--- src/rtl/tsi_pkg.sv ---
// ----------------------------------------------------------------------------
// tsi_pkg
// shared constants, types and helpers for the tdm sample interleaver
// ----------------------------------------------------------------------------
package tsi_pkg;

    localparam int MAX_CHANNELS = 4;
    localparam int MAX_SAMPLES  = 64;

    localparam int CH_W    = $clog2(MAX_CHANNELS);
    localparam int NCH_W   = 3;
    localparam int ROW_W   = $clog2(MAX_SAMPLES);
    localparam int CNT_W   = 7;
    localparam int LANE_W  = 16;
    localparam int ADDR_W  = 4;
    localparam int DATA_W  = 32;

    localparam logic [1:0] REG_CHANNEL_COUNT     = 2'd0;
    localparam logic [1:0] REG_SAMPLE_BYTES      = 2'd1;
    localparam logic [1:0] REG_SAMPLES_PER_FRAME = 2'd2;
    localparam logic [1:0] REG_IDLE_BYTE         = 2'd3;

    localparam logic [NCH_W-1:0] RST_CHANNEL_COUNT     = 3'd2;
    localparam logic [1:0]       RST_SAMPLE_BYTES      = 2'd1;
    localparam logic [CNT_W-1:0] RST_SAMPLES_PER_FRAME = 7'd64;
    localparam logic [7:0]       RST_IDLE_BYTE         = 8'hff;

    typedef logic [LANE_W-1:0] lane_t;
    typedef lane_t [MAX_CHANNELS-1:0] row_t;
    typedef logic [MAX_CHANNELS-1:0][CNT_W-1:0] fill_vec_t;

    typedef struct packed {
        logic [NCH_W-1:0] channel_count;
        logic [1:0]       sample_bytes;
        logic [CNT_W-1:0] samples_per_frame;
        logic [7:0]       idle_byte;
    } cfg_t;

    typedef struct packed {
        logic [NCH_W-1:0] nch;
        logic             wide;
        logic [CNT_W-1:0] rows;
        lane_t            pad;
    } eff_t;

    function automatic eff_t eff_cfg(input cfg_t c);
        eff_t e;
        if (c.channel_count < NCH_W'(2))
            e.nch = NCH_W'(2);
        else if (c.channel_count > NCH_W'(MAX_CHANNELS))
            e.nch = NCH_W'(MAX_CHANNELS);
        else
            e.nch = c.channel_count;
        e.wide = (c.sample_bytes >= 2'd2);
        if (c.samples_per_frame == '0)
            e.rows = CNT_W'(1);
        else if (c.samples_per_frame > CNT_W'(MAX_SAMPLES))
            e.rows = CNT_W'(MAX_SAMPLES);
        else
            e.rows = c.samples_per_frame;
        e.pad = e.wide ? {c.idle_byte, c.idle_byte} : {8'h00, c.idle_byte};
        return e;
    endfunction

endpackage

--- src/rtl/tsi_cfg_regs.sv ---
// ----------------------------------------------------------------------------
// tsi_cfg_regs
// apb register file for channel count, sample width, frame length, idle byte
// ----------------------------------------------------------------------------
module tsi_cfg_regs (
    input  logic                        clk,
    input  logic                        rst_n,
    input  logic                        psel,
    input  logic                        penable,
    input  logic                        pwrite,
    input  logic [tsi_pkg::ADDR_W-1:0]  paddr,
    input  logic [tsi_pkg::DATA_W-1:0]  pwdata,
    output logic [tsi_pkg::DATA_W-1:0]  prdata,
    output logic                        pready,
    output tsi_pkg::cfg_t               cfg,
    output logic                        cfg_wr
);
    import tsi_pkg::*;

    cfg_t       cfg_reg;
    cfg_t       cfg_next;
    logic [1:0] idx;

    assign pready = 1'b1;
    assign idx    = paddr[3:2];
    assign cfg_wr = psel && penable && pwrite && pready;
    assign cfg    = cfg_reg;

    always_comb
    begin
        cfg_next = cfg_reg;
        if (cfg_wr)
        begin
            case (idx)
                REG_CHANNEL_COUNT:     cfg_next.channel_count     = pwdata[NCH_W-1:0];
                REG_SAMPLE_BYTES:      cfg_next.sample_bytes      = pwdata[1:0];
                REG_SAMPLES_PER_FRAME: cfg_next.samples_per_frame = pwdata[CNT_W-1:0];
                REG_IDLE_BYTE:         cfg_next.idle_byte         = pwdata[7:0];
                default:               cfg_next = cfg_reg;
            endcase
        end
    end

    always_comb
    begin
        case (idx)
            REG_CHANNEL_COUNT:     prdata = DATA_W'(cfg_reg.channel_count);
            REG_SAMPLE_BYTES:      prdata = DATA_W'(cfg_reg.sample_bytes);
            REG_SAMPLES_PER_FRAME: prdata = DATA_W'(cfg_reg.samples_per_frame);
            REG_IDLE_BYTE:         prdata = DATA_W'(cfg_reg.idle_byte);
            default:               prdata = '0;
        endcase
    end

    always_ff @(posedge clk or negedge rst_n)
    begin
        if (!rst_n)
        begin
            cfg_reg.channel_count     <= RST_CHANNEL_COUNT;
            cfg_reg.sample_bytes      <= RST_SAMPLE_BYTES;
            cfg_reg.samples_per_frame <= RST_SAMPLES_PER_FRAME;
            cfg_reg.idle_byte         <= RST_IDLE_BYTE;
        end
        else
        begin
            cfg_reg <= cfg_next;
        end
    end

endmodule

--- src/rtl/tsi_frame_ram.sv ---
// ----------------------------------------------------------------------------
// tsi_frame_ram
// frame store, one row per sample time, one lane written per request
// ----------------------------------------------------------------------------
module tsi_frame_ram (
    input  logic                       clk,
    input  logic                       we,
    input  logic [tsi_pkg::ROW_W-1:0]  waddr,
    input  logic [tsi_pkg::CH_W-1:0]   wlane,
    input  tsi_pkg::lane_t             wdata,
    input  logic                       re,
    input  logic [tsi_pkg::ROW_W-1:0]  raddr,
    output tsi_pkg::row_t              rdata
);
    import tsi_pkg::*;

    row_t mem [MAX_SAMPLES];
    row_t rdata_reg;

    assign rdata = rdata_reg;

    always_ff @(posedge clk)
    begin
        if (we)
            mem[waddr][wlane] <= wdata;
    end

    always_ff @(posedge clk)
    begin
        if (re)
            rdata_reg <= mem[raddr];
    end

endmodule

--- src/rtl/tsi_row_drain.sv ---
// ----------------------------------------------------------------------------
// tsi_row_drain
// reads out a finished frame row by row, pads short channels, drives rows
// ----------------------------------------------------------------------------
module tsi_row_drain (
    input  logic                       clk,
    input  logic                       rst_n,
    input  logic                       start,
    input  tsi_pkg::eff_t              eff,
    input  tsi_pkg::fill_vec_t         fill,
    output logic                       done,
    output logic                       re,
    output logic [tsi_pkg::ROW_W-1:0]  raddr,
    input  tsi_pkg::row_t              rdata,
    output logic                       out_valid,
    input  logic                       out_stall,
    output tsi_pkg::lane_t             lane0,
    output tsi_pkg::lane_t             lane1,
    output tsi_pkg::lane_t             lane2,
    output tsi_pkg::lane_t             lane3,
    output logic                       last_row
);
    import tsi_pkg::*;

    logic             busy_reg,  busy_next;
    logic [CNT_W-1:0] iss_reg,   iss_next;
    logic             pend_reg,  pend_next;
    logic [ROW_W-1:0] rrow_reg,  rrow_next;
    logic             ovld_reg,  ovld_next;
    row_t             orow_reg,  orow_next;
    logic             olast_reg, olast_next;
    row_t             padded;
    logic             is_last;

    assign re       = busy_reg && (iss_reg < eff.rows) && !pend_reg
                      && (!ovld_reg || !out_stall);
    assign raddr    = iss_reg[ROW_W-1:0];
    assign is_last  = ({1'b0, rrow_reg} + CNT_W'(1)) == eff.rows;
    assign done     = pend_reg && is_last;

    assign out_valid = ovld_reg;
    assign lane0     = orow_reg[0];
    assign lane1     = orow_reg[1];
    assign lane2     = orow_reg[2];
    assign lane3     = orow_reg[3];
    assign last_row  = olast_reg;

    always_comb
    begin
        for (int l = 0; l < MAX_CHANNELS; l++)
        begin
            if (NCH_W'(l) >= eff.nch)
                padded[l] = '0;
            else if ({1'b0, rrow_reg} < fill[l])
                padded[l] = rdata[l];
            else
                padded[l] = eff.pad;
        end
    end

    always_comb
    begin
        busy_next  = busy_reg;
        iss_next   = iss_reg;
        pend_next  = pend_reg;
        rrow_next  = rrow_reg;
        ovld_next  = ovld_reg;
        orow_next  = orow_reg;
        olast_next = olast_reg;

        if (ovld_reg && !out_stall)
            ovld_next = 1'b0;

        if (start)
        begin
            busy_next = 1'b1;
            iss_next  = '0;
        end

        if (re)
        begin
            pend_next = 1'b1;
            rrow_next = iss_reg[ROW_W-1:0];
            iss_next  = iss_reg + CNT_W'(1);
        end

        if (pend_reg)
        begin
            pend_next  = 1'b0;
            ovld_next  = 1'b1;
            orow_next  = padded;
            olast_next = is_last;
            if (is_last)
                busy_next = 1'b0;
        end
    end

    always_ff @(posedge clk or negedge rst_n)
    begin
        if (!rst_n)
        begin
            busy_reg <= 1'b0;
            iss_reg  <= '0;
            pend_reg <= 1'b0;
            ovld_reg <= 1'b0;
        end
        else
        begin
            busy_reg <= busy_next;
            iss_reg  <= iss_next;
            pend_reg <= pend_next;
            ovld_reg <= ovld_next;
        end
    end

    always_ff @(posedge clk)
    begin
        rrow_reg  <= rrow_next;
        orow_reg  <= orow_next;
        olast_reg <= olast_next;
    end

endmodule

--- src/rtl/tdm_sample_interleaver.sv ---
// ----------------------------------------------------------------------------
// tdm_sample_interleaver
// collects channel-tagged samples into a frame store and forwards full frames
// as interleaved rows
//
//   channel  direction  handshake            payload
//   in       to block   in_valid / in_stall   channel, sample
//   out      from block out_valid / out_stall lane0..lane3, last_row
//   cfg      to block   apb psel / penable    paddr, pwdata, prdata
//
// a sample that does not complete the frame is written as it is accepted
// a forwarded frame is read out row by row with one row in flight at a time,
// each row going from the single frame store read port to the output register
// and a sample that finds its channel full waits for that drain before its write
// the frame store needs no clearing pass after reset; unwritten slots are padded
// in_stall stays high while a frame drains; out_stall holds the current row
// ----------------------------------------------------------------------------
module tdm_sample_interleaver (
    input  logic                        clk,
    input  logic                        rst_n,
    input  logic                        psel,
    input  logic                        penable,
    input  logic                        pwrite,
    input  logic [tsi_pkg::ADDR_W-1:0]  paddr,
    input  logic [tsi_pkg::DATA_W-1:0]  pwdata,
    output logic [tsi_pkg::DATA_W-1:0]  prdata,
    output logic                        pready,
    input  logic                        in_valid,
    output logic                        in_stall,
    input  logic [tsi_pkg::CH_W-1:0]    channel,
    input  logic [15:0]                 sample,
    output logic                        out_valid,
    input  logic                        out_stall,
    output logic [15:0]                 lane0,
    output logic [15:0]                 lane1,
    output logic [15:0]                 lane2,
    output logic [15:0]                 lane3,
    output logic                        last_row
);
    import tsi_pkg::*;

    localparam logic [1:0] ST_IDLE  = 2'd0;
    localparam logic [1:0] ST_DRAIN = 2'd1;
    localparam logic [1:0] ST_WRITE = 2'd2;

    cfg_t             cfg;
    logic             cfg_wr;
    eff_t             eff;

    logic [1:0]       state_reg, state_next;
    fill_vec_t        fill_reg,  fill_next;
    logic [NCH_W-1:0] full_reg,  full_next;
    logic             pwr_reg,   pwr_next;
    logic [CH_W-1:0]  hch_reg,   hch_next;
    lane_t            hsmp_reg,  hsmp_next;

    logic             accept;
    logic             ch_ok;
    logic [CNT_W-1:0] cur_fill;
    lane_t            smp;
    logic [NCH_W-1:0] full_inc;

    logic             we;
    logic [ROW_W-1:0] waddr;
    logic [CH_W-1:0]  wlane;
    lane_t            wdata;
    logic             start;
    logic             done;
    logic             re;
    logic [ROW_W-1:0] raddr;
    row_t             rdata;

    tsi_cfg_regs u_cfg (
        .clk     (clk),
        .rst_n   (rst_n),
        .psel    (psel),
        .penable (penable),
        .pwrite  (pwrite),
        .paddr   (paddr),
        .pwdata  (pwdata),
        .prdata  (prdata),
        .pready  (pready),
        .cfg     (cfg),
        .cfg_wr  (cfg_wr)
    );

    assign eff = eff_cfg(cfg);

    tsi_frame_ram u_ram (
        .clk   (clk),
        .we    (we),
        .waddr (waddr),
        .wlane (wlane),
        .wdata (wdata),
        .re    (re),
        .raddr (raddr),
        .rdata (rdata)
    );

    tsi_row_drain u_drain (
        .clk       (clk),
        .rst_n     (rst_n),
        .start     (start),
        .eff       (eff),
        .fill      (fill_reg),
        .done      (done),
        .re        (re),
        .raddr     (raddr),
        .rdata     (rdata),
        .out_valid (out_valid),
        .out_stall (out_stall),
        .lane0     (lane0),
        .lane1     (lane1),
        .lane2     (lane2),
        .lane3     (lane3),
        .last_row  (last_row)
    );

    assign in_stall = (state_reg != ST_IDLE);
    assign accept   = in_valid && !in_stall;
    assign ch_ok    = {1'b0, channel} < eff.nch;
    assign cur_fill = fill_reg[channel];
    assign smp      = eff.wide ? sample : {8'h00, sample[7:0]};
    assign full_inc = full_reg + NCH_W'((cur_fill + CNT_W'(1)) == eff.rows);

    always_comb
    begin
        state_next = state_reg;
        fill_next  = fill_reg;
        full_next  = full_reg;
        pwr_next   = pwr_reg;
        hch_next   = hch_reg;
        hsmp_next  = hsmp_reg;
        we         = 1'b0;
        waddr      = cur_fill[ROW_W-1:0];
        wlane      = channel;
        wdata      = smp;
        start      = 1'b0;

        case (state_reg)
            ST_IDLE:
            begin
                if (cfg_wr)
                begin
                    fill_next = '0;
                    full_next = '0;
                end
                else if (accept && ch_ok)
                begin
                    if (cur_fill >= eff.rows)
                    begin
                        hch_next   = channel;
                        hsmp_next  = smp;
                        pwr_next   = 1'b1;
                        start      = 1'b1;
                        state_next = ST_DRAIN;
                    end
                    else
                    begin
                        we                 = 1'b1;
                        fill_next[channel] = cur_fill + CNT_W'(1);
                        full_next          = full_inc;
                        if (full_inc == eff.nch)
                        begin
                            pwr_next   = 1'b0;
                            start      = 1'b1;
                            state_next = ST_DRAIN;
                        end
                    end
                end
            end
            ST_DRAIN:
            begin
                if (done)
                begin
                    fill_next  = '0;
                    full_next  = '0;
                    state_next = pwr_reg ? ST_WRITE : ST_IDLE;
                end
            end
            ST_WRITE:
            begin
                we                 = 1'b1;
                waddr              = '0;
                wlane              = hch_reg;
                wdata              = hsmp_reg;
                fill_next[hch_reg] = CNT_W'(1);
                full_next          = NCH_W'(eff.rows == CNT_W'(1));
                pwr_next           = 1'b0;
                state_next         = ST_IDLE;
            end
            default:
            begin
                state_next = ST_IDLE;
            end
        endcase
    end

    always_ff @(posedge clk or negedge rst_n)
    begin
        if (!rst_n)
        begin
            state_reg <= ST_IDLE;
            fill_reg  <= '0;
            full_reg  <= '0;
            pwr_reg   <= 1'b0;
        end
        else
        begin
            state_reg <= state_next;
            fill_reg  <= fill_next;
            full_reg  <= full_next;
            pwr_reg   <= pwr_next;
        end
    end

    always_ff @(posedge clk)
    begin
        hch_reg  <= hch_next;
        hsmp_reg <= hsmp_next;
    end

endmodule
--- config.mk ---
export PLATFORM = sky130hd
export DESIGN_NAME = tdm_sample_interleaver
export DESIGN_NICKNAME = d
export VERILOG_FILES = /design/src/rtl/tsi_pkg.sv /design/src/rtl/tsi_cfg_regs.sv /design/src/rtl/tsi_frame_ram.sv /design/src/rtl/tsi_row_drain.sv /design/src/rtl/tdm_sample_interleaver.sv
export SDC_FILE = /design/constraint.sdc
export NUM_CORES = 2
export LEC_CHECK = 0
export BUFFER_PORTS_ARGS = -buffer_cell sky130_fd_sc_hd__buf_2
export CAP_MARGIN = 20
export CELL_PAD_IN_SITES_DETAIL_PLACEMENT = 2
export CELL_PAD_IN_SITES_GLOBAL_PLACEMENT = 2
export CORE_MARGIN = 4
export CORE_UTILIZATION = 50
export CTS_CLUSTER_SIZE = 25
export DETAILED_ROUTE_END_ITERATION = 8
export GPL_ROUTABILITY_DRIVEN = 0
export GPL_TIMING_DRIVEN = 0
export PLACE_DENSITY_LB_ADDON = 0.3
export RECOVER_POWER = 50
export SYNTH_ARGS = -nofsm -noshare
export SYNTH_HDL_FRONTEND = slang
export SYNTH_SLANG_ARGS = --single-unit
--- constraint.sdc ---
create_clock -name clk -period 6.9 [get_ports clk]
set_input_delay 0.69 -clock clk [delete_from_list [all_inputs] [get_ports clk]]
set_output_delay 0.69 -clock clk [all_outputs]
set_load 0.03 [all_outputs]
==> summary.txt, run 1 <==
Synth
  • Syn avg cell area: 20.8 sq um
  • Post-synthesis sequential area ratio: 77.1%
  • Synth top area share: 76.1%
  • Post-synthesis cell area: 0.168 sq mm
  • Main synth FF type: edfxtp_1
  • Cell variety after synth: 69
  • Top-count cell post-synth: edfxtp_1
  • Post-synth ARST share: 1.48%
  • Post-synthesis cell count: 8,040
  • Commonest cells post-synth: 4,249 x edfxtp_1, 869 x mux4_2, 573 x mux2i_1, 386 x nor2_1, 284 x o221ai_1
  • Post-synth top area cell: edfxtp_1
  • EDFF count, synth: 4,249
  • #FFs+latches synth: 4,313
  • Synth top area cells: edfxtp_1 76%, mux4_2 12%, mux2i_1 3.4%
  • Ys Warns: 0

Outcome
  • Stop err: [ERROR DPL-0033] detailed placement checks failed during check placement.
  • Status: did not finish
  • Failing step: detailed placement (3_5_place_dp)

Floorplanning
  • DIE HEIGHT: 587 um
  • I/O Pins: 161
  • FP Rows: 212
  • Initial Util: 50.2%
  • Chip width: 587 um

Placement
  • Post-DP HPWL: 590,000 um
  • Port bufs: 109
## through the flow
stage	setup WS (ps)	instances
floorplan	1430	8063
global placement	-1950	12600
## cells by family after synthesis
| logic type | share of synthesized area (%) |
|---|---|
| AND/OR/NAND/NOR | 1.66 |
| other | 0.00448 |
| XOR/XNOR | 0.0784 |
| AO/OA/AOI/OAI | 3.92 |
| multiplexers | 15.6 |
| flip-flops | 77.1 |
| adder cells (fa/ha/maj) | 0.314 |
| buffers and inverters | 1.37 |
==> run 2, diff against run 1 <==
--- a/config.mk
+++ b/config.mk
@@ -7,15 +7,12 @@
 export LEC_CHECK = 0
 export BUFFER_PORTS_ARGS = -buffer_cell sky130_fd_sc_hd__buf_2
 export CAP_MARGIN = 20
-export CELL_PAD_IN_SITES_DETAIL_PLACEMENT = 2
-export CELL_PAD_IN_SITES_GLOBAL_PLACEMENT = 2
 export CORE_MARGIN = 4
-export CORE_UTILIZATION = 50
-export CTS_CLUSTER_SIZE = 25
+export CORE_UTILIZATION = 40
 export DETAILED_ROUTE_END_ITERATION = 8
 export GPL_ROUTABILITY_DRIVEN = 0
 export GPL_TIMING_DRIVEN = 0
-export PLACE_DENSITY_LB_ADDON = 0.3
+export PLACE_DENSITY_LB_ADDON = 0.15
 export RECOVER_POWER = 50
 export SYNTH_ARGS = -nofsm -noshare
 export SYNTH_HDL_FRONTEND = slang
==> run 2 against run 1 <==
- the flow now finishes, with violations (design-rule violations, max-capacitance violations, max-slew violations)
- synthesized cell count unchanged
- area after synthesis unchanged
==> summary.txt, run 2 <==
Synth
  • #FFs+latches synth: 4,313
  • Cell variety after synth: 69
  • Post-synthesis cell area: 0.168 sq mm
  • Commonest cells post-synth: 4,249 x edfxtp_1, 869 x mux4_2, 573 x mux2i_1, 386 x nor2_1, 284 x o221ai_1
  • Main synth FF type: edfxtp_1
  • Synth top area share: 76.1%
  • Post-synthesis sequential area ratio: 77.1%
  • Synth top area cells: edfxtp_1 76%, mux4_2 12%, mux2i_1 3.4%
  • Top-count cell post-synth: edfxtp_1
  • Post-synth ARST share: 1.48%
  • Post-synthesis cell count: 8,040
  • Syn avg cell area: 20.8 sq um
  • Post-synth top area cell: edfxtp_1
  • Ys Warns: 0
  • EDFF count, synth: 4,249

Detailed routing
  • DRT iter0 DRCs: 17,100
  • Final ANT Viol Nets: 0
  • Drc violations: 23
  • Vias/cell: 6.45
  • Vias: 96,500
  • First drt pass iteration count: 9
  • Drt total wl: 686,000 um
  • Wire length per cell: 45.9 um

Setup path
  • Crit path buf inv count: 6
  • Critical Path RT: 7720 ps
  • CP Launch Point: channel[0]
  • Crit start category: input port
  • Worst flop-to-flop path startpoint: u_drain.iss_reg[3]
  • Critical path class: in -> reg
  • Crit-path cells: dlygate4sd3_1 -> clkbuf_1 -> buf_2 -> buf_2 -> mux4_2 -> nand2_1 -> nor3_1 -> clkbuf_4 -> xor2_1 -> xor2_1 -> nor3_1 -> o211a_1 -> ha_1 -> ha_1 -> xor2_1 -> nand3_1 -> o41ai_1 -> o21ai_1 -> o21ai_0 -> clkbuf_4 -> o21ai_0
  • Crit-path max cell delay: 870 ps
  • CP delay by family, top: buffers and inverters
  • Critical Path Most Common Cell: xor2_1
  • Critical-path top delay cell: o21ai_1
  • Worst-path maximum fanout: 10
  • Crit path DAT: 7480 ps
  • Worst setup EP type: flip-flop

Clock tree
  • Clock latency on the worst-skew pair: 1010 ps
  • Hold-fix buffers at CTS: 22
  • Clock Root Buffer: clkbuf_16
  • Clock input transition at the sequential cells of the worst setup and hold paths: 60 ps
  • CTS resizes: 0
  • Clk buf depth: 4
  • H-tree levels: 5
  • Clk sink count: 4,313
  • Post-CTS setup buffers: 0
  • CTS tree: built
  • CTS buffer count: 451

Floorplanning
  • DIE HEIGHT: 655 um
  • Core Box Area: 0.417 sq mm
  • I/O Pins: 161
  • Chip width: 655 um
  • Full die area: 0.429 sq mm
  • Initial Util: 40.2%
  • FP Rows: 237

Placement
  • Setup Slack @ Placement: -495 ps
  • Post-DP HPWL: 474,000 um
  • Port bufs: 109

Global route
  • Total track usage: 31.4%
  • Initial antenna violation count: 89
  • Vias in the first global route: 90,400
  • Total gr overflow: 0
  • First-pass GRT wire length: 880,000 um
  • Pin count of the biggest net entering global routing: 181

Outcome
  • Status: complete, but fails checks
  • Violated checks: design-rule violations, max-capacitance violations, max-slew violations

Power and ir drop
  • Clock power share: 28.3%
  • P_sw: 32,800 uW
  • Peak supply drop: 0.541 mV
  • Sw Ratio: 38.0%
  • Internal Power: 53,600 uW
  • PwrDens: 435 mW/mm^2
  • Leakage power: 0.0627 uW
  • Sequential share of power: 35.5%
  • Combinational fraction of design power: 36.2%

Final layout
  • Max reg flops: 4,096
  • Synth-to-Final Area Change: 18.3%
  • Final Net Count: 9,111
  • Most frequent cells in the layout: 4,249 x edfxtp_1, 869 x mux4_2, 573 x mux2i_1
  • Share of post-route cells with drive strength above 1: 26.7%
  • Post-layout util: 47.6%
  • Most common cell after layout, fill and taps aside: edfxtp_1

Worst hold path
  • Hold Crit Class: in -> reg
  • Hold_sp: sample[10]

Timing
  • Slew Limit Fails: 2,660
  • Max_slew headroom: -207%
  • Final setup fails: 0
  • RSZ-0062 raised after global routing: false
  • Final count of hold timing violations: 0
  • Final Critical Period: 6660 ps
  • Worst Tran Pin Value: 4600 ps
  • Fin Setup TNS: 0 ps
  • Fmax: 150 MHz
  • Worst Skew: 63.1 ps
  • Final worst path period share: 96.5%
  • Setup ws final: 245 ps

Run
  • Max-Cap Viols: 26
-- run 2: worst paths after layout --
path	end	slack (ps)	cells after the start
worst min register to register	fill_reg[25]	510	1
worst max-delay path	u_drain.iss_reg[4]	240	21
worst min-delay path	hsmp_reg[10]	90	2
max in group asynchronous	fill_reg[16]	2860	3
min in group asynchronous	u_cfg.cfg[7]	210	2
worst max register to register	u_ram.rdata[24]	410	12
-- run 2: metrics by stage --
step                      hold slack, ps  std cells  cell area (sq um)  power [uW]
after floorplan                      394       8063             168000       44400
after detailed placement             503      14000             184000       61000
after CTS                           6.89      14900             199000       85000
after global routing                39.9      14900             198000       87400
after global placement               502      13700             175000       59800
final                               89.3      15000             198000       86300
-- run 2: cells by family after synthesis --
family	Yosys count	synth area share [%]
compound gates	981	3.92
buf+inv	526	1.37
xor+xnor	15	0.0784
mux	1512	15.6
flops	4313	77.1
other cells	2	0.00448
simple gates	649	1.66
fa+ha+maj	42	0.314
-- run 2: routing by layer --
layer	GRT usage, %	part of all wire, %	vias to the layer above
met3	12.9	14	1607
met1	39.5	36	51600
li1	-	-	35900
met5	0.482	0.088	-
met2	46.0	43	7427
met4	17.9	6.9	52
-- run 2: area by class of cell --
class                      instances  area, sq um
antenna                           87          218
tap                             5497         6880
multi-input combinational       3224        37700
inverter                          44          165
clock buffer                     546        11800
fill                           34100       219000
buffer                           482         2270
clock inverter                   276         2740
timing repair buffer             492         7300
sequential                      4313       129000
-- run 2: power by group through the flow --
stage	clock [uW]	sequential [uW]	combinational [uW]
detailed placement	0	31100	29800
finish	24400	30700	31200
CTS	24500	30600	29900
global placement	0	31500	28400
floorplan	0	31400	13000
global route	25600	30700	31100
(Power assumes the default switching activity.)
